==> src/rtl/bpc_pkg.sv <==
package bpc_pkg;

   localparam int NUM_STAGES = 12;
   localparam int CSR_DATA_W = 24;

   // round(2^48 / 7864320)
   localparam logic signed [26:0] RECIP_P = 27'sd35791394;
   // round(273.15 * 2^19)
   localparam logic signed [28:0] KELVIN_OFFSET_Q19 = 29'sd143209267;

   typedef enum logic [2:0] {
      CSR_TEMP_COEF_PAIR = 3'd0,
      CSR_PRESS_OFFSET   = 3'd1,
      CSR_PRESS_LIN      = 3'd2,
      CSR_TEMP_PRESS_LIN = 3'd3,
      CSR_CROSS_LIN      = 3'd4,
      CSR_PRESS_QUAD     = 3'd5,
      CSR_CROSS_QUAD     = 3'd6,
      CSR_PRESS_CUBIC    = 3'd7
   } bpc_csr_index_type;

   typedef struct packed {
      logic signed [11:0] c0;
      logic signed [11:0] c1;
      logic signed [19:0] c00;
      logic signed [19:0] c10;
      logic signed [15:0] c01;
      logic signed [15:0] c11;
      logic signed [15:0] c20;
      logic signed [15:0] c21;
      logic signed [15:0] c30;
   } bpc_coef_type;

   typedef struct packed {
      logic signed [23:0] raw_pressure;
      logic signed [23:0] raw_temperature;
      logic        [7:0]  sensor_status;
   } bpc_req_type;

   typedef struct packed {
      logic signed [31:0] temperature_kelvin;
      logic signed [31:0] pressure_pascal;
      logic        [7:0]  status_out;
   } bpc_rsp_type;

endpackage

==> src/rtl/bpc_pipe_ctrl.sv <==
module bpc_pipe_ctrl (
   input  logic                           clock,
   input  logic                           reset,
   input  logic                           req_valid,
   output logic                           req_stall,
   output logic                           rsp_valid,
   input  logic                           rsp_stall,
   output logic [bpc_pkg::NUM_STAGES-1:0] load
);
   import bpc_pkg::*;

   logic [NUM_STAGES-1:0] valid_ff;
   logic [NUM_STAGES-1:0] valid_in;

   // a stage moves when it is empty or the one after it moves
   always_comb begin
      load[NUM_STAGES-1] = !valid_ff[NUM_STAGES-1] || !rsp_stall;
      for (int k = NUM_STAGES - 2; k >= 0; k--) begin
         load[k] = !valid_ff[k] || load[k+1];
      end
   end

   assign valid_in  = (load & {valid_ff[NUM_STAGES-2:0], req_valid}) | (~load & valid_ff);
   assign req_stall = !load[0];
   assign rsp_valid = valid_ff[NUM_STAGES-1];

   always_ff @(posedge clock) begin
      if (reset) begin
         valid_ff <= '0;
      end else begin
         valid_ff <= valid_in;
      end
   end

endmodule

==> config.mk <==
export PLATFORM = sky130hd
export DESIGN_NAME = bpc_pipe_ctrl
export DESIGN_NICKNAME = d
export VERILOG_FILES = /design/src/rtl/bpc_pkg.sv /design/src/rtl/bpc_pipe_ctrl.sv
export SDC_FILE = /design/constraint.sdc
export NUM_CORES = 1
export LEC_CHECK = 0
export BUFFER_PORTS_ARGS = -buffer_cell sky130_fd_sc_hd__buf_2
export CORE_AREA = 5 5 42 44
export DETAILED_ROUTE_END_ITERATION = 8
export DIE_AREA = 0 0 47 49
export GPL_TIMING_DRIVEN = 1
export SYNTH_ARGS = -nofsm -noshare
export SYNTH_HDL_FRONTEND = slang
export SYNTH_SLANG_ARGS = --single-unit
==> constraint.sdc <==
create_clock -name clock -period 2.6 [get_ports clock]
set_input_delay 0.13 -clock clock [delete_from_list [all_inputs] [get_ports clock]]
set_output_delay 0.13 -clock clock [all_outputs]
set_load 0.02 [all_outputs]
# --- Yosys cells after proc, flatten, opt, wreduce, memory -nomap -nowiden ---
# Index checks and enable logic that the tools add are counted.
op_classes:
  reduce_logical: 26
  bitwise_logic: 4
ops:
  columns: ["cell", "n"]
  rows:
  - ["12-bit AND", 2]
  - ["1-bit logical NOT", 14]
  - ["1-bit logical OR", 12]
  - ["12-bit inverter", 1]
  - ["12-bit OR", 1]
totals:
  regBits: 12
  out_inout_bits: 14

# --- Longest topological paths before layout ---
depth:
  word_depth: 16
  depth_mapped: 4

# --- Least setup slack after synthesis ---
# OpenSTA, ideal clock, no wires.
synth_path:
  path_kind: "register to register"
  start: "reg (tool-made name)"
  end: "reg (tool-made name)"
  path_buffers: 1
  synth_period_minus_slack_ns: 1.416
  required_ns: 2.527
  stages_incl_launch_ff: 5
  t_arrival_ns: 1.343
  setup_slack_ns: 1.184
  path_cell_list: "dfxtp_1 > and4_4 > buf_4 > nand4_1 > a21oi_1"

==> impl_metrics.json <==
{
  "start_util": 0.336,
  "synth.mux.area_fraction": 0,
  "synth_compound_area_frac": 0.122,
  "antenna_found_initial": 0,
  "cts_setup_buffers": 0,
  "crit_arrival_ns": 1.50,
  "grt_pass1_vias": 437,
  "grt_start_max_net_pins": 14,
  "slew_headroom": 0.842,
  "crit_path_end_kind": "output port",
  "synth-adder-area-share": 0,
  "synth_edf_count": 0,
  "setup_tns_ns": 0,
  "postRouteAntennaNets": 0,
  "setup_viol": 0,
  "maxCapViolations": 0,
  "outcome": "finished, final reports clean",
  "finalCriticalPeriod_ns": 1.63,
  "rows": 14,
  "syn_avg_cell_area_um2": 8.25,
  "area_delta_synth_final_pct": 23.7,
  "cts_tree": "done",
  "slew_viol_final": 0,
  "wl_mm": 1.01,
  "avgRoutedWirePerCell_um": 11.2,
  "drtIter0Drc": 3,
  "hold_violations": 0,
  "synth_area_leaders": "dfxtp_1, a21oi_1, inv_1",
  "ys_ff_latch": 12,
  "die_x_um": 47,
  "synth_warnings": 0,
  "syn-num-nets": 61,
  "die_y_um": 49,
  "hp-class": "in -> reg",
  "ys.flop_type": "dfxtp_1",
  "die_area_mm2": 0.00230,
  "yosysMostFrequentCell": "dfxtp_1",
  "place.gp.congestion": 0.762,
  "crit_required_ns": 2.47,
  "synth_top_family_by_area": "simple AND/OR/NAND/NOR gates",
  "drive_gt1_frac": 0.284,
  "synth.largest_area_cell": "dfxtp_1",
  "synth_top_area_share": 0.511,
  "rsz0062_at_grt": "no",
  "skew_ns": 0.00105,
  "power.leakage_nw": 0.223,
  "yosys.area_share.simple": 0.261,
  "synth_cells": 57,
  "nets": 80,
  "io_pins": 18,
  "clk-insertion-delay-late_ns": 0.26,
  "drc": 0,
  "vias": 441,
  "synth_xor_area_frac": 0,
  "clk_pin_slew_worst_paths_ns": 0.07,
  "place_hpwl_um": 759,
  "worst-setup-path-type": "reg -> out",
  "grt-ovfl-total": 0,
  "firstDrtPassIters": 3,
  "synth_area_um2": 470,
  "power_density_mw_per_mm2": 521,
  "synth.distinct_cells": 16,
  "htreeDepth": 1,
  "cts_root_buf": "clkbuf_4",
  "start_kind": "flip-flop",
  "cts_buffer_depth": 2,
  "cts_buffers": 3,
  "ctsHoldBuffers": 0,
  "fmax_mhz": 613,
  "worstMarginPinSlew_ns": 0.237,
  "vdd_ir_drop_max_v": 0.000274,
  "numClockSinks": 12,
  "async_reset_ff_frac": 0,
  "core-area_mm2": 0.00140,
  "via_per_inst": 4.90,
  "synth_common_cells": "dfxtp_1, a21oi_1, inv_1",
  "crit_fanout": 6,
  "grt.total_usage": 0.109,
  "num_antenna_cells": 0,
  "min_period_over_period": 0.628,
  "grt_first_pass_wirelength_mm": 1.82,
  "portBuffers": 17,
  "cts_resized": 0,
  "holdWs_ns": 0.103,
  "ys_seq_area_frac": 0.511
}
layer usage:
layer  global-route usage  wire length (um)
met1                0.136               478
met3               0.0443                51
met5                    0                 0
met2                0.149               451
met4               0.0691                25
layout by cell type (no fill, tap or decap):
cell type and count:
dfxtp_1 12, nand2b_1 1, and4_1 2, o31ai_1 1, nand3_1 4, inv_1 9
nor2_1 5, nand2_1 3, buf_2 17, and4_4 1, and3_1 1, nand4_1 4
a21oi_1 10, clkbuf_4 3, or2_1 1
kinds of logic after synthesis:
group	count (synthesis)
buffers and inverters	12
AOI/OAI and AO/OA	11
DFF	12
and+or+nand+nor	22
final timing paths:
kind	startpoint	to	slack, ns	cells past startpoint
hold / removal	req_valid	flip-flop	0.10	3
setup / recovery	flip-flop	load[1]	0.97	4
setup reg to reg	flip-flop	flip-flop	1.41	3
hold reg to reg	flip-flop	flip-flop	0.45	2
power breakdown:
part           switching, mW  total [mW]  internal, mW
combinational        0.00527     0.00835       0.00308
clock                 0.0535       0.107        0.0535
sequential           0.00182       0.188         0.186
total                 0.0606       0.303         0.243
stage by stage:
step                total power [mW]  instance area [um2]  setup slack, ns  cells   util
detailed placement             0.201                  559             1.26     87  0.399
global placement               0.201                  559             1.32     87  0.399
CTS                            0.307                  582            0.966     90  0.415
global route                   0.320                  582            0.878     90  0.415
floorplan                      0.196                  470             1.18     57      -
finish                         0.303                  582            0.968     90  0.415
final cells by class:
| cell class | count | area [um2] |
|---|---|---|
| clock buffers | 3 | 22.5 |
| fillers | 155 | 820 |
| inverters | 9 | 33.8 |
| multi-input cells | 33 | 180 |
| flip-flops and latches | 12 | 240 |
| well taps | 16 | 20.0 |
| repair buffers | 17 | 85.1 |
critical path, cell delays in order (launching register included):
cell	delay [ns]
dfxtp_1	0.42
and4_1	0.33
nand2_1	0.11
or2_1	0.23
buf_2	0.16
Power figures use the tool's default switching activity.
