File: config.mk
export PLATFORM = sky130hd
export DESIGN_NAME = bpc_csr_regs
export DESIGN_NICKNAME = d
export VERILOG_FILES = /design/src/rtl/bpc_pkg.sv /design/src/rtl/bpc_csr_regs.sv
export SDC_FILE = /design/constraint.sdc
export NUM_CORES = 1
export LEC_CHECK = 0
export BUFFER_PORTS_ARGS = -buffer_cell sky130_fd_sc_hd__buf_2
export CAP_MARGIN = 30
export CELL_PAD_IN_SITES_DETAIL_PLACEMENT = 0
export CELL_PAD_IN_SITES_GLOBAL_PLACEMENT = 1
export CORE_ASPECT_RATIO = 1.75
export CORE_MARGIN = 2
export CORE_UTILIZATION = 30
export CTS_CLUSTER_DIAMETER = 80
export DETAILED_ROUTE_END_ITERATION = 16
export GPL_TIMING_DRIVEN = 1
export PLACE_DENSITY_LB_ADDON = 0.25
export SYNTH_ARGS = -nofsm -noshare
export SYNTH_HDL_FRONTEND = slang
export SYNTH_SLANG_ARGS = --single-unit
File: constraint.sdc
create_clock -name clock -period 1.6 [get_ports clock]
set_input_delay 0.08 -clock clock [delete_from_list [all_inputs] [get_ports clock]]
set_output_delay 0.08 -clock clock [all_outputs]
set_load 0.05 [all_outputs]
File: src/rtl/bpc_pkg.sv
package bpc_pkg;

   localparam int NUM_STAGES = 12;
   localparam int CSR_DATA_W = 24;

   // round(2^48 / 7864320)
   localparam logic signed [26:0] RECIP_P = 27'sd35791394;
   // round(273.15 * 2^19)
   localparam logic signed [28:0] KELVIN_OFFSET_Q19 = 29'sd143209267;

   typedef enum logic [2:0] {
      CSR_TEMP_COEF_PAIR = 3'd0,
      CSR_PRESS_OFFSET   = 3'd1,
      CSR_PRESS_LIN      = 3'd2,
      CSR_TEMP_PRESS_LIN = 3'd3,
      CSR_CROSS_LIN      = 3'd4,
      CSR_PRESS_QUAD     = 3'd5,
      CSR_CROSS_QUAD     = 3'd6,
      CSR_PRESS_CUBIC    = 3'd7
   } bpc_csr_index_type;

   typedef struct packed {
      logic signed [11:0] c0;
      logic signed [11:0] c1;
      logic signed [19:0] c00;
      logic signed [19:0] c10;
      logic signed [15:0] c01;
      logic signed [15:0] c11;
      logic signed [15:0] c20;
      logic signed [15:0] c21;
      logic signed [15:0] c30;
   } bpc_coef_type;

   typedef struct packed {
      logic signed [23:0] raw_pressure;
      logic signed [23:0] raw_temperature;
      logic        [7:0]  sensor_status;
   } bpc_req_type;

   typedef struct packed {
      logic signed [31:0] temperature_kelvin;
      logic signed [31:0] pressure_pascal;
      logic        [7:0]  status_out;
   } bpc_rsp_type;

endpackage

File: src/rtl/bpc_csr_regs.sv
module bpc_csr_regs (
   input  logic                           clock,
   input  logic                           reset,
   input  logic                           csr_valid,
   output logic                           csr_ready,
   input  bpc_pkg::bpc_csr_index_type     csr_index,
   input  logic [bpc_pkg::CSR_DATA_W-1:0] csr_wdata,
   output bpc_pkg::bpc_coef_type          coef
);
   import bpc_pkg::*;

   bpc_coef_type coef_ff;

   assign csr_ready = 1'b1;
   assign coef      = coef_ff;

   always_ff @(posedge clock) begin
      if (reset) begin
         coef_ff <= '0;
      end else if (csr_valid) begin
         unique case (csr_index)
            CSR_TEMP_COEF_PAIR: begin
               coef_ff.c0 <= csr_wdata[23:12];
               coef_ff.c1 <= csr_wdata[11:0];
            end
            CSR_PRESS_OFFSET:   coef_ff.c00 <= csr_wdata[19:0];
            CSR_PRESS_LIN:      coef_ff.c10 <= csr_wdata[19:0];
            CSR_TEMP_PRESS_LIN: coef_ff.c01 <= csr_wdata[15:0];
            CSR_CROSS_LIN:      coef_ff.c11 <= csr_wdata[15:0];
            CSR_PRESS_QUAD:     coef_ff.c20 <= csr_wdata[15:0];
            CSR_CROSS_QUAD:     coef_ff.c21 <= csr_wdata[15:0];
            CSR_PRESS_CUBIC:    coef_ff.c30 <= csr_wdata[15:0];
            default:            coef_ff <= coef_ff;
         endcase
      end
   end

endmodule

# Yosys cells after proc, flatten, opt, wreduce, memory -nomap -nowiden
# Index checks and enable logic that the tools add are counted.
[classes] eq_ne=7 n_reduce_logical=9
[ops] cell="$reduce_and 2->1" count=8
[ops] cell="$eq 3x3->1 const B" count=4
[ops] cell="$eq 3x2->1 const B" count=2
[ops] cell="$eq 3x1->1 const B" count=1
[ops] cell="$logic_not 3->1" count=1
[totals] ff_bits=144 input_bits=30 output_inout_bits=145

# Longest topological paths before layout
# Gate-level depths: netlist of the first run.
[logic_depth] word_depth=2 mapped_depth=5

# Worst setup path before layout of the first run
# No wires, ideal clock.
[synth_path] kind="input to register" from="input port csr_index[1]" to="register coef_ff (netlist bit coef[130])" setup_time_ns=0.129 arrival_ns=1.116 required_ns=1.471 setup_slack_ns=0.355 cell_stages=5 n_path_buf=3 cell_sequence="buf_2 -> or4b_4 -> buf_6 -> buf_12 -> mux2i_1"
[synth_between] elab_chain_cells=2
[synth_rtl] element="start, declared" line="bpc_csr_regs.sv:6" text="input bpc_pkg::bpc_csr_index_type csr_index,"
[synth_rtl] element="$logic_not 3->1" line="bpc_csr_regs.sv:21" text="unique case (csr_index)"
[synth_rtl] element="$reduce_and 2->1 (no line)"
[synth_rtl] element="end signal, assigned" line="bpc_csr_regs.sv:33" text="default: coef_ff <= coef_ff;"
[synth_rtl] element="end, declared" line="bpc_csr_regs.sv:12" text="bpc_coef_type coef_ff;"
# Every way passes these cells.
# A chain may end at the register's enable or synchronous reset.

# Final worst setup path of the first run
[layout_path] from="register coef_ff (netlist bit coef[29])" to="output port coef[29] (netlist name)"
[layout_rtl] element="end, declared" line="bpc_csr_regs.sv:8" text="output bpc_pkg::bpc_coef_type coef"
# No word-level cell between the ends.

==> out/qor.yml, run 1 <==
placed_cell_area_um2: 6830
switching_share_pct: 26.8
p_total_mw: 8.21
ys_seq_area_share_pct: 50.2
fin_area_um2: 7430
start_util_pct: 30.3
max_stage_delay_ns: 0.38
worstSetupStartpoint: "coef[29]$_SDFFE_PP0P_"
syn_nets: 553
cp_cell_sequence: "buf_2"
path_clk_slew_ns: 0.06
core_area_um2: 18900
synthCells: 523
tightest_slew_ns: 0.502
dp.cells: 899
ios: 175
drt-pass1-iter-count: 4
post_cts_resized: 0
fin_crit_sh_pct: 72.6
cts.path.max_buffers: 2
postCtsSetupBuffers: 0
comb_power_share_pct: 10.0
insertion_delay_ns: 0.42
p_seq_share_pct: 45.2
drive_gt1_share_pct: 32.4
hp-start: "csr_wdata[17]"
routabilityCongestion: 0.739
grtUsageMet2_pct: 30.5
leakage_nw: 3.91
rr_startpoint: "coef[129]$_SDFFE_PP0P_"
crit_slowest_cell: "dfxtp_1"
largest_reg_flops: 144
holdWs_ns: 0.0178
cts_sinks: 144
synth_top_area_share_pct: 50.2
die_width_um: 109
start_kind: "register"
drv_cap: 0
crit_family: "flip-flops"
syn_avg_cell_area_um2: 11.0
maxSlewHeadroom_pct: 66.5
grt_pass1_vias: 4277
yosysWarnings: 0
die_y_um: 187
drcViolationCount: 0
ant_nets: 0
layout.nets: 712
layout_common_cells: "172 x buf_2, 168 x nand2b_1, 144 x mux2i_1, 144 x dfxtp_1"
synth_area_um2: 5750
track_usage_pct: 16.8
post-route-min-period_ns: 1.16
cts_tree: "yes"
ys_types: 16
ys_ff_latch: 144
p_per_area_nw_per_um2: 1100
synth_top_family_by_area: "multiplexers"
setup_viol: 0
row_count: 67
worst_setup_path_end_kind: "output pin"
power_switching_mw: 2.20
grt_busiest_layer: "met2"
synth_top_area_cell: "dfxtp_1"
p_clk_share_pct: 44.8
grt_setup_unrepaired: "false"
synthToLayoutAreaGrowth_pct: 29.3
antenna_found_initial: 0
min_path_type: "input pin to register"
outcome: "completed"
layout_commonest_cell: "buf_2"
cts.htree.levels: 4
synth_xor_area_share_pct: 0
cp.required_ns: 1.52
yosys.area_share.adder_pct: 0
drt-total-wl_um: 16600
cts_buffers: 17
critPathMaxFanout: 2
grtUsageMet3_pct: 4.01
muxShareOfSynthArea_pct: 25.1
port_buffers: 173
synth_compound_area_share_pct: 0
crit_type: "register to output pin"
finalClockSkew_ns: 0
fillers: 1928
postCtsHoldBufs: 5
diodes: 0
grt_pass1_wl_um: 25300
hold_viol: 0
first_iter_violations: 111
grt_max_degree: 72
hpwl_um: 11600
ir_drop_mv: 0.396
met1_usage_pct: 18.5
via_per_inst: 4.47
via_count: 4180
fin_tns_setup_ns: 0
dieArea_um2: 20300
drv_slew: 0
wl_per_cell_um: 17.8
layout.cells.non_filler: 936
fmax_mhz: 861
power.internal_mw: 6.00
cts-root-buf: "clkbuf_16"
crit_arrival_ns: 1.08
overflow: 0
synth-simple-area-share_pct: 20.0
synth_area_leaders: "dfxtp_1 50%, mux2i_1 25%, nand2b_1 18%"
timing.critical_path.buf_inv: 1
==> per-layer routing <==
layer	routed length (um)	part of all wire, %
met5	0	0
met4	273	1.6
met3	793	4.8
met2	9110	55
met1	6440	39
==> cell families (layout without fill, tap and decap cells) <==
kind of cell,after synthesis,count (layout)
buffers and inverters,56,228
flip-flops,144,144
multiplexers,144,144
other,1,1
AND/OR/NAND/NOR,178,178
==> cell type report <==
cell class                 count  area, um^2  share of cell area, %
clock buffer                  21         460                   6.20
timing repair buffer         196        1080                   14.5
clock inverter                11        82.6                   1.11
tap                          241         302                   4.06
sequential                   144        2880                   38.8
multi-input combinational    323        2620                   35.3
==> Yosys cell counts, drive strengths merged <==
| library cell | count |
|---|---|
| nand2b | 168 |
| dfxtp | 144 |
| mux2i | 144 |
| clkbuf | 30 |
| buf | 26 |
| nand4b | 3 |
| nand4bb | 3 |
| conb | 1 |
| nand4 | 1 |
| nor4b | 1 |
| nor4bb | 1 |
| or4b | 1 |
==> power groups by stage <==
| stage | Sequential (mW) | Clock [mW] | Combinational, mW |
|---|---|---|---|
| after CTS | 3.71 | 3.80 | 0.836 |
| after global routing | 3.71 | 3.96 | 0.871 |
| after global placement | 3.79 | 0 | 0.813 |
| after floorplan | 4.06 | 0 | 0.317 |
| after detailed placement | 3.79 | 0 | 0.824 |
| final | 3.71 | 3.68 | 0.820 |
==> metrics by stage <==
| step | utilization [%] | setup WS [ns] |
|---|---|---|
| global route | 39.2 | 0.403 |
| CTS | 39.2 | 0.408 |
| detailed placement | 36.1 | 0.324 |
| finish | 39.2 | 0.439 |
| global placement | 36.1 | 0.362 |
| floorplan | - | 0.355 |
==> worst paths after layout <==
path | endpoint | slack (ns) | depth (start not counted)
max | coef[29] | 0.44 | 1
max reg2reg | coef[129]$_SDFFE_PP0P_ | 0.92 | 2
min reg2reg | coef[135]$_SDFFE_PP0P_ | 0.47 | 2
min | coef[97]$_SDFFE_PP0P_ | 0.02 | 3
Power figures use the tool's default switching activity.
==> run 2: changes to the inputs <==
--- a/config.mk
+++ b/config.mk
@@ -5,6 +5,7 @@
 export SDC_FILE = /design/constraint.sdc
 export NUM_CORES = 1
 export LEC_CHECK = 0
+export ABC_AREA = 1
 export BUFFER_PORTS_ARGS = -buffer_cell sky130_fd_sc_hd__buf_2
 export CAP_MARGIN = 30
 export CELL_PAD_IN_SITES_DETAIL_PLACEMENT = 0
==> constraint.sdc (replaced) <==
create_clock -name clock -period 1.2 [get_ports clock]
set_input_delay 0.06 -clock clock [delete_from_list [all_inputs] [get_ports clock]]
set_output_delay 0.06 -clock clock [all_outputs]
set_load 0.05 [all_outputs]
==> out/qor.yml, run 2 <==
outcome: "completed"
port_buffers: 173  # unchanged
fin_crit_sh_pct: 95.7
crit_arrival_ns: 1.09  # about the same
dieArea_um2: 20200  # -0.38%
drt-total-wl_um: 19100  # +15%
grt_setup_unrepaired: "false"
fmax_mhz: 871
die_width_um: 108  # -0.19%
critPathMaxFanout: 2  # unchanged
routabilityCongestion: 0.746  # +0.89%
row_count: 66  # -1.5%
synth_top_area_cell: "dfxtp_1"
max_stage_delay_ns: 0.38  # about the same
wl_met1_um: 7870  # +22%
cts_buffers: 17  # unchanged
layout.nets: 1031  # +45%
crit_type: "register to output pin"
cp_cell_sequence: "buf_2"
crit_slowest_cell: "dfxtp_1"
core_area_um2: 18700  # -1.5%
cts.path.max_buffers: 2  # unchanged
die_y_um: 187  # -0.19%
maxSlewHeadroom_pct: 64.9  # -1.6 points
synthArstFlopShare_pct: 0  # unchanged
synth-main-ff-cell: "dfxtp_1"
synthTopCellsByCount: "291 x nor2_1, 165 x nand2_1, 144 x dfxtp_1, 128 x nand3_1, 27 x inv_1"
synthToLayoutAreaGrowth_pct: 35.8
drcViolationCount: 0  # unchanged
synth-edff-count: 0  # unchanged
fin_tns_setup_ns: 0  # unchanged
grt_pass1_wl_um: 29000  # +15%
layout_commonest_cell: "nor2_1"
crit_family: "flip-flops"
antenna_found_initial: 0  # unchanged
track_usage_pct: 19.1  # +2.4 points
start_util_pct: 30.7  # +0.34 points
cts-root-buf: "clkbuf_16"
cts_tree: "yes"
ios: 175  # unchanged
insertion_delay_ns: 0.41  # about the same
ant_nets: 0  # unchanged
wl_met2_um: 9710  # +6.6%
dr_wl_met3_um: 1040  # +31%
overflow: 0  # unchanged
ys_seq_area_share_pct: 50.4  # +0.20 points
worst_setup_path_end_kind: "output pin"
setup_viol: 0  # unchanged
ir_drop_mv: 0.899  # +130%
first_iter_violations: 218  # +96%
drv_slew: 0  # unchanged
yosysWarnings: 0  # unchanged
synth_top_area_share_pct: 50.4  # +0.20 points
diodes: 0  # unchanged
cts.htree.levels: 4  # unchanged
final_util_pct: 41.6  # +2.4 points
min_path_type: "input pin to register"
syn_avg_cell_area_um2: 6.95  # -37%
wl_per_cell_um: 15.3  # -14%
timing.critical_path.buf_inv: 1  # unchanged
synth_most_common_cell: "nor2_1"
ys_ff_latch: 144  # unchanged
grt_max_degree: 60  # -17%
finalClockSkew_ns: 0  # unchanged
start_kind: "register"
hold_viol: 0  # unchanged
synth_area_leaders: "dfxtp_1 50%, nor2_1 19%, nand3_1 11%"
p_per_area_nw_per_um2: 1650  # +50%
drv_cap: 0  # unchanged
drive_gt1_share_pct: 24.7  # -7.7 points
via_count: 5563  # +33%
post_cts_resized: 0  # unchanged
post-route-min-period_ns: 1.15
path_clk_slew_ns: 0.06  # about the same
cp.required_ns: 1.14  # -0.38 ns
leakage_nw: 3.81  # -2.8%
ys_types: 15  # -1
grt_pass1_vias: 5096  # +19%
layout_common_cells: "290 x nor2_1, 173 x buf_2, 165 x nand2_1, 144 x dfxtp_1, 128 x nand3_1"
hpwl_um: 12700  # +9.7%
synthCells: 823  # +57%
largest_reg_flops: 144  # unchanged
tightest_slew_ns: 0.526  # +0.0235 ns
synth_area_um2: 5720  # -0.39%
fillers: 2083  # +8.0%
via_per_inst: 4.44  # -0.50%
cts_sinks: 144  # unchanged
top_layer: "met4"
drt-pass1-iter-count: 5  # +1
syn_nets: 853  # +54%
run 2: metrics by stage:
| stage | power, mW | setup slack (ns) | hold WS (ns) | instance area, um^2 | instances |
|---|---|---|---|---|---|
| after detailed placement | 6.91 | 0.150 | 0.390 | 7020 | 1212 |
| after global placement | 6.90 | 0.172 | 0.380 | 7020 | 1212 |
| after global routing | 13.3 | 0.0215 | 0.0486 | 7770 | 1252 |
| final | 12.8 | 0.0519 | 0.0278 | 7770 | 1252 |
| after floorplan | 6.36 | 0.342 | 0.280 | 5720 | 823 |
| after CTS | 13.0 | 0.0237 | 0.00486 | 7770 | 1252 |
run 2: logic make-up after synthesis:
| group | count (synthesis) | share of synthesized area (%) |
|---|---|---|
| simple gates | 594 | 42.5 |
| flops | 144 | 50.4 |
| buf+inv | 84 | 7.02 |
| other cells | 1 | 0.0655 |
run 2: cell type report:
| type | instances | area (um^2) | share of cell area (%) |
|---|---|---|---|
| inverters | 31 | 119 | 1.53 |
| well taps | 238 | 298 | 3.83 |
| clock inverters | 14 | 238 | 3.06 |
| multi-input cells | 595 | 2450 | 31.5 |
| repair buffers | 212 | 1350 | 17.4 |
| clock buffers | 18 | 429 | 5.52 |
| flip-flops and latches | 144 | 2880 | 37.1 |
run 2: path summary, 6_finish.rpt:
kind	from	endpoint	slack [ns]	cells after the start
max reg2reg	coef[10]$_SDFFE_PP0P_	coef[10]$_SDFFE_PP0P_	0.60	2
max	coef[10]$_SDFFE_PP0P_	coef[10]	0.05	1
min	csr_wdata[18]	coef[98]$_SDFFE_PP0P_	0.03	5
min reg2reg	coef[142]$_SDFFE_PP0P_	coef[142]$_SDFFE_PP0P_	0.47	2
run 2: what timing repair did:
action | CTS | global route
hold endpoints to repair | 17 | 0
hold buffers | 8 | 0
setup buffers | 0 | 0
run 2: routing by layer:
metal	vias to the layer above	GRT usage (%)
li1	2884	-
met5	-	0
met3	24	4.26
met4	0	8.28
met2	156	31.8
met1	2499	23.4
run 2: where the power goes:
group          total, mW  internal (mW)  switching (mW)  leakage [nW]
sequential          5.04           4.95          0.0891          1.17
combinational       1.76          0.467            1.30          2.31
clock               6.04           3.90            2.14         0.324
run 2: worst reg2reg max path, stage by stage, from the launching register on:
cell and delay (ns):
dfxtp_1 0.34, nor2_1 0.11, nor2_1 0.05
