==> config.mk <==
export PLATFORM = sky130hd
export DESIGN_NAME = bpc_temp_path
export DESIGN_NICKNAME = d
export VERILOG_FILES = /design/src/rtl/bpc_pkg.sv /design/src/rtl/bpc_temp_path.sv
export SDC_FILE = /design/constraint.sdc
export NUM_CORES = 1
export LEC_CHECK = 0
export BUFFER_PORTS_ARGS = -buffer_cell sky130_fd_sc_hd__buf_2
export CAP_MARGIN = 5
export CORE_ASPECT_RATIO = 0.8
export CORE_MARGIN = 2
export CORE_UTILIZATION = 50
export CTS_BUF_LIST = sky130_fd_sc_hd__clkbuf_4 sky130_fd_sc_hd__clkbuf_8
export DETAILED_ROUTE_END_ITERATION = 8
export PLACE_DENSITY = 0.69
export SETUP_SLACK_MARGIN = 0.4
export SYNTH_ARGS = -nofsm -noshare
export SYNTH_HDL_FRONTEND = slang
export SYNTH_SLANG_ARGS = --single-unit
==> constraint.sdc <==
create_clock -name clock -period 10.9 [get_ports clock]
set_input_delay 1.635 -clock clock [delete_from_list [all_inputs] [get_ports clock]]
set_output_delay 1.635 -clock clock [all_outputs]
set_load 0.02 [all_outputs]
==> src/rtl/bpc_pkg.sv <==
package bpc_pkg;

   localparam int NUM_STAGES = 12;
   localparam int CSR_DATA_W = 24;

   // round(2^48 / 7864320)
   localparam logic signed [26:0] RECIP_P = 27'sd35791394;
   // round(273.15 * 2^19)
   localparam logic signed [28:0] KELVIN_OFFSET_Q19 = 29'sd143209267;

   typedef enum logic [2:0] {
      CSR_TEMP_COEF_PAIR = 3'd0,
      CSR_PRESS_OFFSET   = 3'd1,
      CSR_PRESS_LIN      = 3'd2,
      CSR_TEMP_PRESS_LIN = 3'd3,
      CSR_CROSS_LIN      = 3'd4,
      CSR_PRESS_QUAD     = 3'd5,
      CSR_CROSS_QUAD     = 3'd6,
      CSR_PRESS_CUBIC    = 3'd7
   } bpc_csr_index_type;

   typedef struct packed {
      logic signed [11:0] c0;
      logic signed [11:0] c1;
      logic signed [19:0] c00;
      logic signed [19:0] c10;
      logic signed [15:0] c01;
      logic signed [15:0] c11;
      logic signed [15:0] c20;
      logic signed [15:0] c21;
      logic signed [15:0] c30;
   } bpc_coef_type;

   typedef struct packed {
      logic signed [23:0] raw_pressure;
      logic signed [23:0] raw_temperature;
      logic        [7:0]  sensor_status;
   } bpc_req_type;

   typedef struct packed {
      logic signed [31:0] temperature_kelvin;
      logic signed [31:0] pressure_pascal;
      logic        [7:0]  status_out;
   } bpc_rsp_type;

endpackage

==> src/rtl/bpc_temp_path.sv <==
module bpc_temp_path (
   input  logic                           clock,
   input  logic [bpc_pkg::NUM_STAGES-1:0] load,
   input  bpc_pkg::bpc_coef_type          coef,
   input  logic signed [23:0]             raw_temperature,
   input  logic        [7:0]              sensor_status,
   output logic signed [31:0]             temperature_kelvin,
   output logic        [7:0]              status_out
);
   import bpc_pkg::*;

   logic signed [35:0] ct_ff;
   logic signed [36:0] tsum_ff;
   logic signed [36:0] tsum_in;
   logic signed [36:0] trnd;
   logic signed [31:0] tk_in;
   logic signed [31:0] tk_ff [2:NUM_STAGES-1];
   logic        [7:0]  status_ff [0:NUM_STAGES-1];

   // units of 2^-19 K, then rounded to 2^-10 K; the result cannot leave int32 range
   assign tsum_in = $signed({coef.c0, 18'd0}) + ct_ff + KELVIN_OFFSET_Q19;
   assign trnd    = tsum_ff + 37'sd256;
   assign tk_in   = 32'($signed(trnd[36:9]));

   always_ff @(posedge clock) begin
      if (load[0]) begin
         ct_ff        <= coef.c1 * raw_temperature;
         status_ff[0] <= sensor_status;
      end
      if (load[1]) begin
         tsum_ff <= tsum_in;
      end
      if (load[2]) begin
         tk_ff[2] <= tk_in;
      end
      for (int k = 3; k < NUM_STAGES; k++) begin
         if (load[k]) begin
            tk_ff[k] <= tk_ff[k-1];
         end
      end
      for (int k = 1; k < NUM_STAGES; k++) begin
         if (load[k]) begin
            status_ff[k] <= status_ff[k-1];
         end
      end
   end

   assign temperature_kelvin = tk_ff[NUM_STAGES-1];
   assign status_out         = status_ff[NUM_STAGES-1];

endmodule

# After elaboration in Yosys (flattened, before gate mapping)
# Memory sizes are Yosys's and may differ from the RTL's.
# Cells that the tools add are included.
# op_classes
addsub	3
n_mul	1
muxes	24
# ops
cell	n
30-bit by 36-bit adder with 37-bit output	1
37-bit by 10-bit adder with 37-bit output (second input constant)	1
37-bit by 29-bit adder with 37-bit output (second input constant)	1
12-bit by 24-bit multiplier with 36-bit output	1
1-bit 2-to-1 mux	24
# totals
register_bits	73
ram_bits	416
inputBits	189
output_inout_bits	40
wordCells	32
memories	2
# memory_table
memory	depth	width	rd	rd_ports_with_merged_regs	wr	line_no	source
tk_ff	10	32	10	0	10	bpc_temp_path.sv:17	logic signed [31:0] tk_ff [2:NUM_STAGES-1];
status_ff	12	8	12	0	12	bpc_temp_path.sv:18	logic [7:0] status_ff [0:NUM_STAGES-1];

# Depth between registers and ports, before layout
# Gate-level depths: netlist of the first run.
# depth
word_depth	2
mapped_depth	22
ltp_nobuf	20

# Worst setup path before layout of the first run
# No wires, ideal clock.
# synth_timing
path_kind	input-to-reg
startpoint	in coef[131] (netlist name)
endpoint	reg ct_ff[32], data pin
setup_ns	0.260
arrival_time_ns	6.563
required_time_ns	10.640
slack_ns	4.077
path_stages	19
n_path_buf	1
cell_sequence	inv_1 -> clkbuf_1 -> nor2_1 -> fa_1 -> fa_1 -> fa_1 -> fa_1 -> inv_1 -> fa_1 -> inv_1 -> ha_1 -> a211oi_1 -> or3_1 -> nand3_1 -> a31o_2 -> a2111oi_4 -> nor2_2 -> a221oi_2 -> xnor2_1
# synth_via
elab_chain_cells	1
# synth_rtl
element	line_no	source
start, declared	bpc_temp_path.sv:4	input bpc_pkg::bpc_coef_type coef,
12-bit by 24-bit multiplier with 36-bit output	bpc_temp_path.sv:27	ct_ff <= coef.c1 * raw_temperature;
end signal, assigned	bpc_temp_path.sv:27	
end, declared	bpc_temp_path.sv:12	logic signed [35:0] ct_ff;
# No other way between the ends.
# A chain may end at the register's enable or synchronous reset.

# Worst setup path after layout of the first run
# layout_timing
startpoint	in coef[131] (netlist name)
endpoint	reg ct_ff[35], data pin
# Same word-level chain as after synthesis.

==> results of run 1 <==
[worst max-delay path, stage by stage]
cell and delay (ns):
buf_2 0.15, inv_1 0.60, nor2_1 0.16, fa_1 0.53, fa_1 0.51, fa_1 0.51
fa_1 0.54, inv_1 0.05, fa_1 0.52, inv_1 0.04, ha_1 0.26, or4_1 0.51
o221ai_1 0.27, o21ai_1 0.18, a41oi_2 0.37, o21ai_1 0.23, and4_1 0.24, nor3_1 0.19
[report_power, final]
part	internal [mW]	switching, mW	leakage (nW)
Sequential	2.44	0.110	4.31
Combinational	2.00	2.61	6.66
Clock	0.661	0.560	0.656
Total	5.10	3.28	11.6
[layer usage]
metal / global-route usage / vias to the layer above / wire length [µm]
met5: 0 / - / 13
met4: 0.0482 / 2 / 637
met3: 0.0367 / 62 / 2730
met2: 0.265 / 409 / 19000
met1: 0.202 / 6601 / 17200
li1: - / 6541 / -
[worst max-delay path by stage]
stage,startpoint,to,slack (ns),depth (start not counted)
4_1_cts,coef[131],ct_ff[35]$_DFFE_PP_,3.83,18
3_5_place_dp,coef[131],ct_ff[35]$_DFFE_PP_,3.19,18
5_1_grt,coef[131],ct_ff[35]$_DFFE_PP_,3.37,18
3_3_place_gp,coef[131],ct_ff[35]$_DFFE_PP_,3.24,18
6_report,coef[131],ct_ff[35]$_DFFE_PP_,3.78,18
2_1_floorplan,coef[131],ct_ff[32]$_DFFE_PP_,4.08,19
[synth_stat cells, types with 2 or more instances]
cell type	count	share of area
and3_1	17	0.0041
a21boi_0	4	0.0012
clkbuf_1	50	0.0073
a41oi_1	2	0.00068
or3_1	5	0.0012
a22o_1	3	0.0010
a221oi_1	2	0.00068
o211ai_1	5	0.0015
ha_1	123	0.060
nor3_1	18	0.0035
nor4_1	2	0.00049
a2111oi_0	3	0.0010
nand3_1	20	0.0039
nor2b_1	5	0.0012
a211oi_1	6	0.0018
nor2_1	57	0.0083
o21bai_1	6	0.0018
nand4_1	6	0.0015
buf_4	40	0.012
xnor2_1	61	0.021
and2_1	74	0.018
a21oi_1	32	0.0062
a21o_1	17	0.0050
o21a_1	10	0.0029
a31oi_1	10	0.0024
edfxtp_1	441	0.52
or2_2	3	0.00073
nand4b_1	2	0.00068
nand2_1	235	0.034
o21ai_0	19	0.0037
a211o_1	2	0.00068
fa_1	258	0.20
and4_1	5	0.0017
xor2_1	20	0.0068
or4_1	3	0.00088
inv_1	339	0.050
o21ai_1	5	0.00098
o221ai_1	4	0.0014
nand2b_1	7	0.0017
[logic make-up (layout without fill, tap and decap cells)]
kind of cell,Yosys count,in the layout,synth area share
muxes,1,1,0.000391
other,0,1,0
buffers and inverters,429,562,0.0687
xor gates and xnor gates,81,81,0.0277
adders and majority gates,381,381,0.262
AOI/OAI and AO/OA,147,147,0.0408
DFF,441,441,0.517
and+or+nand+nor,464,464,0.0843
[stage by stage]
| step | setup slack (ns) | cell area, µm² |
|---|---|---|
| after detailed placement | 3.19 | 26500 |
| after floorplan | 4.08 | 25600 |
| after global routing | 3.37 | 27800 |
| after CTS | 3.83 | 27800 |
| final | 3.78 | 27800 |
| after global placement | 3.24 | 26500 |
[registers in the layout (all words and copies together), names as in the netlist]
name / cells
tk_ff: 280
tsum_ff: 29
ct_ff: 36
status_ff: 96
[layout make-up]
type	count	area (µm²)
fill	4126	23000
sequential	441	13200
multi-input combinational	1074	10600
clock inverter	26	149
timing repair buffer	108	541
antenna	1	2.50
clock buffer	89	1100
inverter	339	1270
tap	684	856
[cell usage in the layout (no fill, tap or decap), types with 3 or more instances in the layout]
master,count
edfxtp_1,441
inv_1,339
fa_1,258
nand2_1,235
ha_1,123
buf_2,108
and2_1,74
clkbuf_8,69
xnor2_1,61
nor2_1,57
a21oi_1,32
nand3_1,20
xor2_1,20
clkbuf_4,20
o21ai_0,19
nor3_1,18
and3_1,17
a21o_1,17
clkinv_1,13
o21a_1,10
a31oi_1,10
nand2b_1,7
a211oi_1,6
o21bai_1,6
nand4_1,6
clkinv_2,6
o211ai_1,5
o21ai_1,5
or3_1,5
and4_1,5
nor2b_1,5
o221ai_1,4
a21boi_0,4
or2_2,3
or4_1,3
a22o_1,3
a2111oi_0,3
clkinvlp_4,3
==> flow_metrics.py, run 1 <==
metrics = {
    "grt": {
        "grt_max_degree": 45,
        "antenna_found_initial": 2,
        "grt_usage": 0.156,
        "grt_pass1_vias": 14300,
        "grt-ovfl-total": 0,
        "grt_pass1_wl_um": 67400,
    },
    "synth": {
        "synth_warnings": 0,
        "ys_types": 62,
        "synth_ff_type": "edfxtp_1",
        "syn_area_per_cell_um2": 13.2,
        "syn_nets": 2514,
        "ys_ff_latch": 441,
        "syn_inst": 1944,
        "syn_area_mm2": 0.0256,
        "synth_edf_count": 441,
        "synth-async-reset-ratio": 0,
        "ys_seq_area_frac": 0.517,
    },
    "floorplanning": {
        "die_y_um": 207,
        "start_util": 0.504,
        "die-area_mm2": 0.0531,
        "num_rows": 74,
        "ios": 229,
        "core_region_area_mm2": 0.0508,
        "die_w_um": 257,
    },
    "timing": {
        "period_needed_ns": 7.12,
        "holdWs_ns": 0.408,
        "hold_viol_final": 0,
        "setup_viol": 0,
        "worst_pin_slew_ns": 0.932,
        "rsz0062_at_grt": "no",
        "finClkSkew_ns": 0.0330,
        "fin_crit_sh": 0.653,
        "slew_viol_final": 0,
        "relSlewSlack": 0.379,
        "fmax_mhz": 140,
        "fin_setup_tns_ns": 0,
    },
    "critical_path": {
        "rrSetupSlack_ns": 7.75,
        "start_kind": "input pin",
        "rr_startpoint": "ct_ff[22]$_DFFE_PP_",
        "r2r_end": "tsum_ff[31]$_DFFE_PP_",
        "reg2regPathDepth": 10,
        "crit_arrival_ns": 7.53,
        "critPathKind": "in -> reg",
        "path_max_fanout": 22,
        "crit_required_ns": 11.31,
        "crit_path_end_kind": "flip-flop",
    },
    "clock_network": {
        "cts-root-buf": "clkbuf_8",
        "post_cts_buffers": 0,
        "cts_resized": 0,
        "cts_buffer_depth": 3,
        "cts_hold_buf": 0,
        "clkLatencyLatePin_ns": 0.57,
        "clock_sinks": 441,
        "htree_levels": 3,
        "numCtsBuffers": 68,
        "path_clk_slew_ns": 0.06,
        "cts_tree": "yes",
    },
    "placement": {
        "place_inst": 2646,
        "gp_congestion": 0.870,
        "detailed_place_hpwl_um": 30800,
        "io_buffer_count": 108,
    },
    "min_path": {
        "hold_end": "tk_ff[0][175]$_DFFE_PP_",
        "min_path_cells": 0,
        "min-delay-start": "tk_ff[0][143]$_DFFE_PP_",
        "hold_path.class": "reg -> reg",
    },
    "detailed_routing": {
        "wl_um": 39600,
        "drc": 0,
        "num_vias": 13600,
        "first_pass_iters": 5,
        "drtIter0Drc": 649,
        "wl_per_cell_um": 14.3,
        "vias_per_cell": 4.93,
        "ant_nets": 0,
    },
    "power": {
        "leakage_nw": 11.6,
        "finalPower_mw": 8.38,
        "power.density_mw_per_mm2": 302,
        "vdd_drop_max_v": 0.000181,
    },
    "finish": {
        "fin_cells": 2762,
        "layout-drive-gt1-share": 0.107,
        "final_core_util": 0.547,
        "final_nets": 2602,
        "area_growth_pct": 8.43,
    },
    "job": {
        "cap_violations": 0,
    },
    "status": {
        "outcome": "complete, no violations",
    },
}
No activity file was read; power rests on OpenSTA's default activity.
==> inputs of run 2 (changes only) <==
--- a/config.mk
+++ b/config.mk
@@ -12,7 +12,7 @@
 export CORE_UTILIZATION = 50
 export CTS_BUF_LIST = sky130_fd_sc_hd__clkbuf_4 sky130_fd_sc_hd__clkbuf_8
 export DETAILED_ROUTE_END_ITERATION = 8
-export PLACE_DENSITY = 0.69
+export PLACE_DENSITY = 0.72
 export SETUP_SLACK_MARGIN = 0.4
 export SYNTH_ARGS = -nofsm -noshare
 export SYNTH_HDL_FRONTEND = slang
==> constraint.sdc (replaced) <==
create_clock -name clock -period 6.5 [get_ports clock]
set_input_delay 0.975 -clock clock [delete_from_list [all_inputs] [get_ports clock]]
set_output_delay 0.975 -clock clock [all_outputs]
set_load 0.02 [all_outputs]
==> run 2 against run 1 <==
Sequential cell count unchanged. Die area unchanged. Design area increased by 0.90%. Hold slack improved by 0.0033 ns. Largest power group unchanged. Highest routed layer unchanged.
==> flow_metrics.py, run 2 (synthesized netlist as in run 1, its figures left out) <==
metrics = {
    "critical_path": {
        "reg2regPathDepth": 10,
        "critPathKind": "in -> reg",
        "rr_startpoint": "ct_ff[5]$_DFFE_PP_",
        "r2r_end": "tsum_ff[35]$_DFFE_PP_",
        "crit_arrival_ns": 6.29,
        "crit_path_end_kind": "flip-flop",
        "rrSetupSlack_ns": 3.43,
        "crit_required_ns": 6.82,
        "start_kind": "input pin",
        "path_max_fanout": 17,
    },
    "detailed_routing": {
        "num_vias": 13600,
        "wl_um": 39600,
        "drtIter0Drc": 576,
        "ant_nets": 0,
        "vias_per_cell": 4.88,
        "first_pass_iters": 5,
        "wl_per_cell_um": 14.2,
        "drc": 0,
    },
    "clock_network": {
        "numCtsBuffers": 66,
        "cts-root-buf": "clkbuf_8",
        "cts_buffer_depth": 3,
        "path_clk_slew_ns": 0.06,
        "clkLatencyLatePin_ns": 0.57,
        "htree_levels": 3,
        "cts_hold_buf": 0,
        "clock_sinks": 441,
        "cts_tree": "yes",
    },
    "timing": {
        "fmax_mhz": 168,
        "relSlewSlack": 0.365,
        "period_needed_ns": 5.96,
        "setup_ws_ns": 0.537,
        "setup_viol": 0,
        "hold_viol_final": 0,
        "fin_setup_tns_ns": 0,
        "rsz0062_at_grt": "yes",
        "worst_pin_slew_ns": 0.953,
        "finClkSkew_ns": 0.0146,
        "fin_crit_sh": 0.917,
        "slew_viol_final": 0,
    },
    "finish": {
        "seqCellArea_mm2": 0.0132,
        "final_cell_mix": "441 x edfxtp_1, 339 x inv_1, 258 x fa_1, 235 x nand2_1, 123 x ha_1",
        "multi_input_area_mm2": 0.0106,
        "final_core_util": 0.552,
        "top_regs": "tk_ff (280), status_ff (96), ct_ff (36)",
        "area_growth_pct": 9.40,
        "final_nets": 2629,
        "nFillCells": 4071,
        "fin_area_mm2": 0.0280,
        "layout-drive-gt1-share": 0.117,
        "largest_register_ff_count": 280,
        "final_common_cell": "edfxtp_1",
        "regMostFlops": "tk_ff",
    },
    "power": {
        "vdd_drop_max_v": 0.000330,
        "finalPower_mw": 14.5,
        "power.density_mw_per_mm2": 516,
        "leakage_nw": 11.8,
    },
    "grt": {
        "grt_pass1_wl_um": 67200,
        "antenna_found_initial": 3,
        "grt-ovfl-total": 0,
        "grt_usage": 0.158,
        "grt_max_degree": 45,
        "grt_pass1_vias": 14200,
    },
    "placement": {
        "gp_congestion": 0.889,
        "place_area_mm2": 0.0268,
        "place_ws_ns": -0.119,
        "io_buffer_count": 108,
        "detailed_place_hpwl_um": 31100,
    },
    "floorplanning": {
        "die_w_um": 257,
        "die-area_mm2": 0.0531,
        "num_rows": 74,
        "die_y_um": 207,
        "ios": 229,
        "start_util": 0.504,
        "core_region_area_mm2": 0.0508,
    },
    "min_path": {
        "min-delay-start": "tk_ff[0][309]$_DFFE_PP_",
        "min_path_cells": 0,
        "hold_path.class": "reg -> reg",
        "hold_end": "tk_ff[0][341]$_DFFE_PP_",
    },
    "status": {
        "outcome": "complete, no violations",
    },
    "job": {
        "cap_violations": 0,
    },
}
## run 2: power breakdown
| part | switching [mW] | internal, mW |
|---|---|---|
| Clock | 0.942 | 1.16 |
| Combinational | 4.43 | 3.66 |
| Sequential | 0.185 | 4.10 |
## run 2: per-stage QoR
stage / hold slack, ns / instances
CTS: 0.407 / 2791
floorplan: 0.400 / 1944
finish: 0.411 / 2792
global route: 0.413 / 2791
detailed placement: 0.405 / 2675
global placement: 0.401 / 2675
## run 2: worst max-delay path by stage
stage,startpoint,endpoint,slack (ns),depth (start not counted)
floorplan,coef[128],ct_ff[32]$_DFFE_PP_,0.41,19
global placement,coef[131],ct_ff[35]$_DFFE_PP_,-0.02,20
detailed placement,coef[131],ct_ff[35]$_DFFE_PP_,-0.12,20
CTS,coef[131],ct_ff[35]$_DFFE_PP_,0.53,20
global route,coef[131],ct_ff[29]$_DFFE_PP_,0.38,21
finish,coef[131],ct_ff[29]$_DFFE_PP_,0.54,21
## run 2: per-layer routing
layer,track usage,up-vias,wire (µm)
li1,-,6599,-
met1,0.197,6595,17000
met2,0.266,375,18700
met3,0.0460,56,3040
met4,0.0511,4,843
met5,0,-,28
## run 2: area by class of cell
class                           count  share of cell area
Antenna cell                        1           0.0000892
Tap cell                          684              0.0305
Sequential cell                   441               0.472
Clock inverter                     30             0.00754
Timing Repair Buffer              137              0.0270
Multi-Input combinational cell   1074               0.379
Inverter                          339              0.0454
Clock buffer                       86              0.0380
## run 2: worst max-delay path, cell delays in order
cell and delay [ns]:
buf_2 0.11, inv_1 0.23, buf_4 0.30, nor2_1 0.09, fa_1 0.48, fa_1 0.52, fa_1 0.52, fa_1 0.55
inv_1 0.06, fa_1 0.53, inv_1 0.04, ha_1 0.33, nand2_1 0.08, nor2_1 0.15, o221ai_1 0.20, o21ai_1 0.32
a41oi_2 0.21, buf_4 0.19, o21ai_0 0.15, o211ai_1 0.12, xnor2_1 0.14
## run 2: repair_timing
action / 4_1_cts / 5_1_grt
resized for setup: 0 / 1
setup endpoints to repair: 0 / 3
buffers inserted: 0 / 0
==> inputs of run 3 (changes only) <==
--- a/config.mk
+++ b/config.mk
@@ -5,6 +5,7 @@
 export SDC_FILE = /design/constraint.sdc
 export NUM_CORES = 1
 export LEC_CHECK = 0
+export ABC_AREA = 1
 export BUFFER_PORTS_ARGS = -buffer_cell sky130_fd_sc_hd__buf_2
 export CAP_MARGIN = 5
 export CORE_ASPECT_RATIO = 0.8
@@ -12,7 +13,7 @@
 export CORE_UTILIZATION = 50
 export CTS_BUF_LIST = sky130_fd_sc_hd__clkbuf_4 sky130_fd_sc_hd__clkbuf_8
 export DETAILED_ROUTE_END_ITERATION = 8
-export PLACE_DENSITY = 0.72
+export PLACE_DENSITY = 0.71
 export SETUP_SLACK_MARGIN = 0.4
 export SYNTH_ARGS = -nofsm -noshare
 export SYNTH_HDL_FRONTEND = slang
==> run 3 against run 2 <==
Non-clock buffer count shrank 19. First-iteration DRC count grew 120%. Maximum frequency grew 2.3%. Area after synthesis grew 7.4%. Wire length grew 35%. Hold slack lost 0.019 ns. Worst setup slack gained 0.14 ns. Final cell count grew 23%. Clock skew grew 0.030 ns. Critical path depth shrank 1. Critical endpoint is now ct_ff[32]$_DFFE_PP_.
==> flow_metrics.py, run 3 <==
metrics = {
    "clock_network": {
        "cts_tree": "yes",
        "path_clk_slew_ns": 0.07,
        "cts_buffer_depth": 3,
        "numCtsBuffers": 57,
        "cts_hold_buf": 0,
        "htree_levels": 2,
        "cts_resized": 0,
        "clock_sinks": 441,
        "cts-root-buf": "clkbuf_8",
        "clkLatencyLatePin_ns": 0.62,
        "post_cts_buffers": 0,
    },
    "placement": {
        "io_buffer_count": 108,
        "detailed_place_hpwl_um": 42700,
        "gp_congestion": 0.891,
        "place_area_mm2": 0.0285,
        "place_inst": 3325,
    },
    "synth": {
        "ys_ff_latch": 441,
        "synth_xor_area_frac": 0.0197,
        "synth_edf_count": 441,
        "synthSimpleGateAreaFrac": 0.144,
        "synth_top_family_by_area": "adder cells",
        "synth_ff_type": "edfxtp_1",
        "yosys.area.top_type": "edfxtp_1",
        "syn_area_per_cell_um2": 10.6,
        "synth_common_cells": "669 x nand2_1, 568 x inv_1, 441 x edfxtp_1, 258 x fa_1, 141 x nor2_1",
        "syn_nets": 3163,
        "synthTopCellsByArea": "edfxtp_1 48%, fa_1 19%, nand2_1 9.1%",
        "synthAdderAreaFrac": 0.244,
        "synth-async-reset-ratio": 0,
        "synth_warnings": 0,
        "synth_top_area_frac": 0.481,
        "synthMuxAreaShare": 0,
        "ys_seq_area_frac": 0.481,
        "syn_area_mm2": 0.0275,
        "syn_inst": 2593,
        "yosysMostFrequentCell": "nand2_1",
        "synth_compound_area_frac": 0.0161,
        "ys_types": 35,
    },
    "finish": {
        "diodes": 0,
        "largest_register_ff_count": 280,
        "final_common_cell": "nand2_1",
        "final_core_util": 0.547,
        "area_growth_pct": 7.58,
        "regMostFlops": "tk_ff",
        "top_regs": "tk_ff (280), status_ff (96), ct_ff (36)",
        "final_nets": 3252,
        "fin_cells": 3424,
        "final_cell_mix": "669 x nand2_1, 568 x inv_1, 441 x edfxtp_1, 258 x fa_1, 141 x nor2_1",
        "layout-drive-gt1-share": 0.0834,
        "nFillCells": 4557,
        "fin_area_mm2": 0.0296,
    },
    "critical_path": {
        "crit_path_end_kind": "flip-flop",
        "path_cells": "buf_2 > inv_1 > buf_4 > or2_2 > fa_1 > inv_1 > fa_1 > inv_1 > fa_1 > fa_1 > fa_1 > inv_1 > ha_1 > nand2_1 > nor2_1 > nand2_1 > nor3_1 > nand2_1 > nand3_1 > nand2_1",
        "crit_arrival_ns": 6.20,
        "critical-path-slowest-cell": "fa_1",
        "r2r_end": "tsum_ff[32]$_DFFE_PP_",
        "path_delay_family": "adder cells",
        "crit_required_ns": 6.87,
        "crit_start": "coef[131]",
        "reg2regPathDepth": 12,
        "slowest_delay_ns": 0.54,
        "critPathMostFrequentCell": "fa_1",
        "path_max_fanout": 13,
        "rrSetupSlack_ns": 4.00,
        "rr_startpoint": "ct_ff[22]$_DFFE_PP_",
        "critPathKind": "in -> reg",
        "path_buf_inv": 6,
        "start_kind": "input pin",
    },
    "timing": {
        "hold_viol_final": 0,
        "finClkSkew_ns": 0.0450,
        "worst_pin_slew_ns": 1.07,
        "rsz0062_at_grt": "no",
        "period_needed_ns": 5.83,
        "fmax_mhz": 172,
        "relSlewSlack": 0.285,
        "slew_viol_final": 0,
        "setup_viol": 0,
        "fin_setup_tns_ns": 0,
        "fin_crit_sh": 0.896,
    },
    "grt": {
        "grt_usage": 0.198,
        "grt_max_degree": 45,
        "grt-ovfl-total": 0,
        "antenna_found_initial": 0,
        "grt_pass1_vias": 17400,
        "grt_pass1_wl_um": 89300,
    },
    "status": {
        "outcome": "complete, no violations",
    },
    "floorplanning": {
        "core_region_area_mm2": 0.0541,
        "num_rows": 76,
        "start_util": 0.509,
        "die_w_um": 266,
        "ios": 229,
        "die_y_um": 214,
        "die-area_mm2": 0.0569,
    },
    "detailed_routing": {
        "drtIter0Drc": 1240,
        "ant_nets": 0,
        "first_pass_iters": 7,
        "num_vias": 16900,
        "wl_um": 53600,
        "drc": 0,
        "vias_per_cell": 4.94,
        "wl_per_cell_um": 15.7,
    },
    "min_path": {
        "hold_end": "tk_ff[0][111]$_DFFE_PP_",
        "min-delay-start": "tk_ff[0][79]$_DFFE_PP_",
        "min_path_cells": 0,
        "hold_path.class": "reg -> reg",
    },
    "job": {
        "cap_violations": 0,
    },
}
-- run 3: changes by cell type after synthesis, sizes merged, moves of 15 or more --
cell and delta:
inv +232, nand4 +16, nand2 +437, xor2 +30, and2 -69, a21oi +16, and3 -17, nand3 +66
nor2 +89, xnor2 -49, a21o -15
-- run 3: kinds of logic after synthesis --
logic type | Yosys count
compound gates | 82
xor+xnor | 62
fa+ha+maj | 381
buf+inv | 659
flops | 441
simple gates | 968
-- run 3: worst max path at each step --
stage / to / slack, ns / cells past startpoint
6_report: ct_ff[32]$_DFFE_PP_ / 0.67 / 20
5_1_grt: ct_ff[34]$_DFFE_PP_ / 0.47 / 20
4_1_cts: ct_ff[32]$_DFFE_PP_ / 0.78 / 20
3_5_place_dp: ct_ff[32]$_DFFE_PP_ / 0.13 / 20
3_3_place_gp: ct_ff[34]$_DFFE_PP_ / 0.20 / 21
2_1_floorplan: ct_ff[28]$_DFFE_PP_ / 0.97 / 19
-- run 3: per-stage QoR --
stage          hold WS (ns)  setup slack (ns)
2_1_floorplan         0.400             0.968
3_3_place_gp          0.400             0.200
3_5_place_dp          0.405             0.132
4_1_cts               0.390             0.779
5_1_grt               0.412             0.473
6_report              0.392             0.673
-- run 3: layer usage --
| layer | routed length [µm] | track usage | part of all wire |
|---|---|---|---|
| met3 | 3810 | 0.0354 | 0.071 |
| met1 | 26500 | 0.308 | 0.49 |
| met4 | 709 | 0.0370 | 0.013 |
| met2 | 22700 | 0.295 | 0.42 |
| met5 | 0 | 0 | 0 |
-- run 3: cell type report --
cell class                 count  area, µm²  area share
inverter                     571       2140      0.0724
sequential                   441      13200       0.447
multi-input combinational   1493      11700       0.394
clock inverter                26        161     0.00545
timing repair buffer         118        616      0.0208
tap                          702        878      0.0297
clock buffer                  73        911      0.0308
Power of run 3 is left out: the tool's default activity adds up to more than one toggle a clock period on the data nets, which glitch-free logic cannot reach.
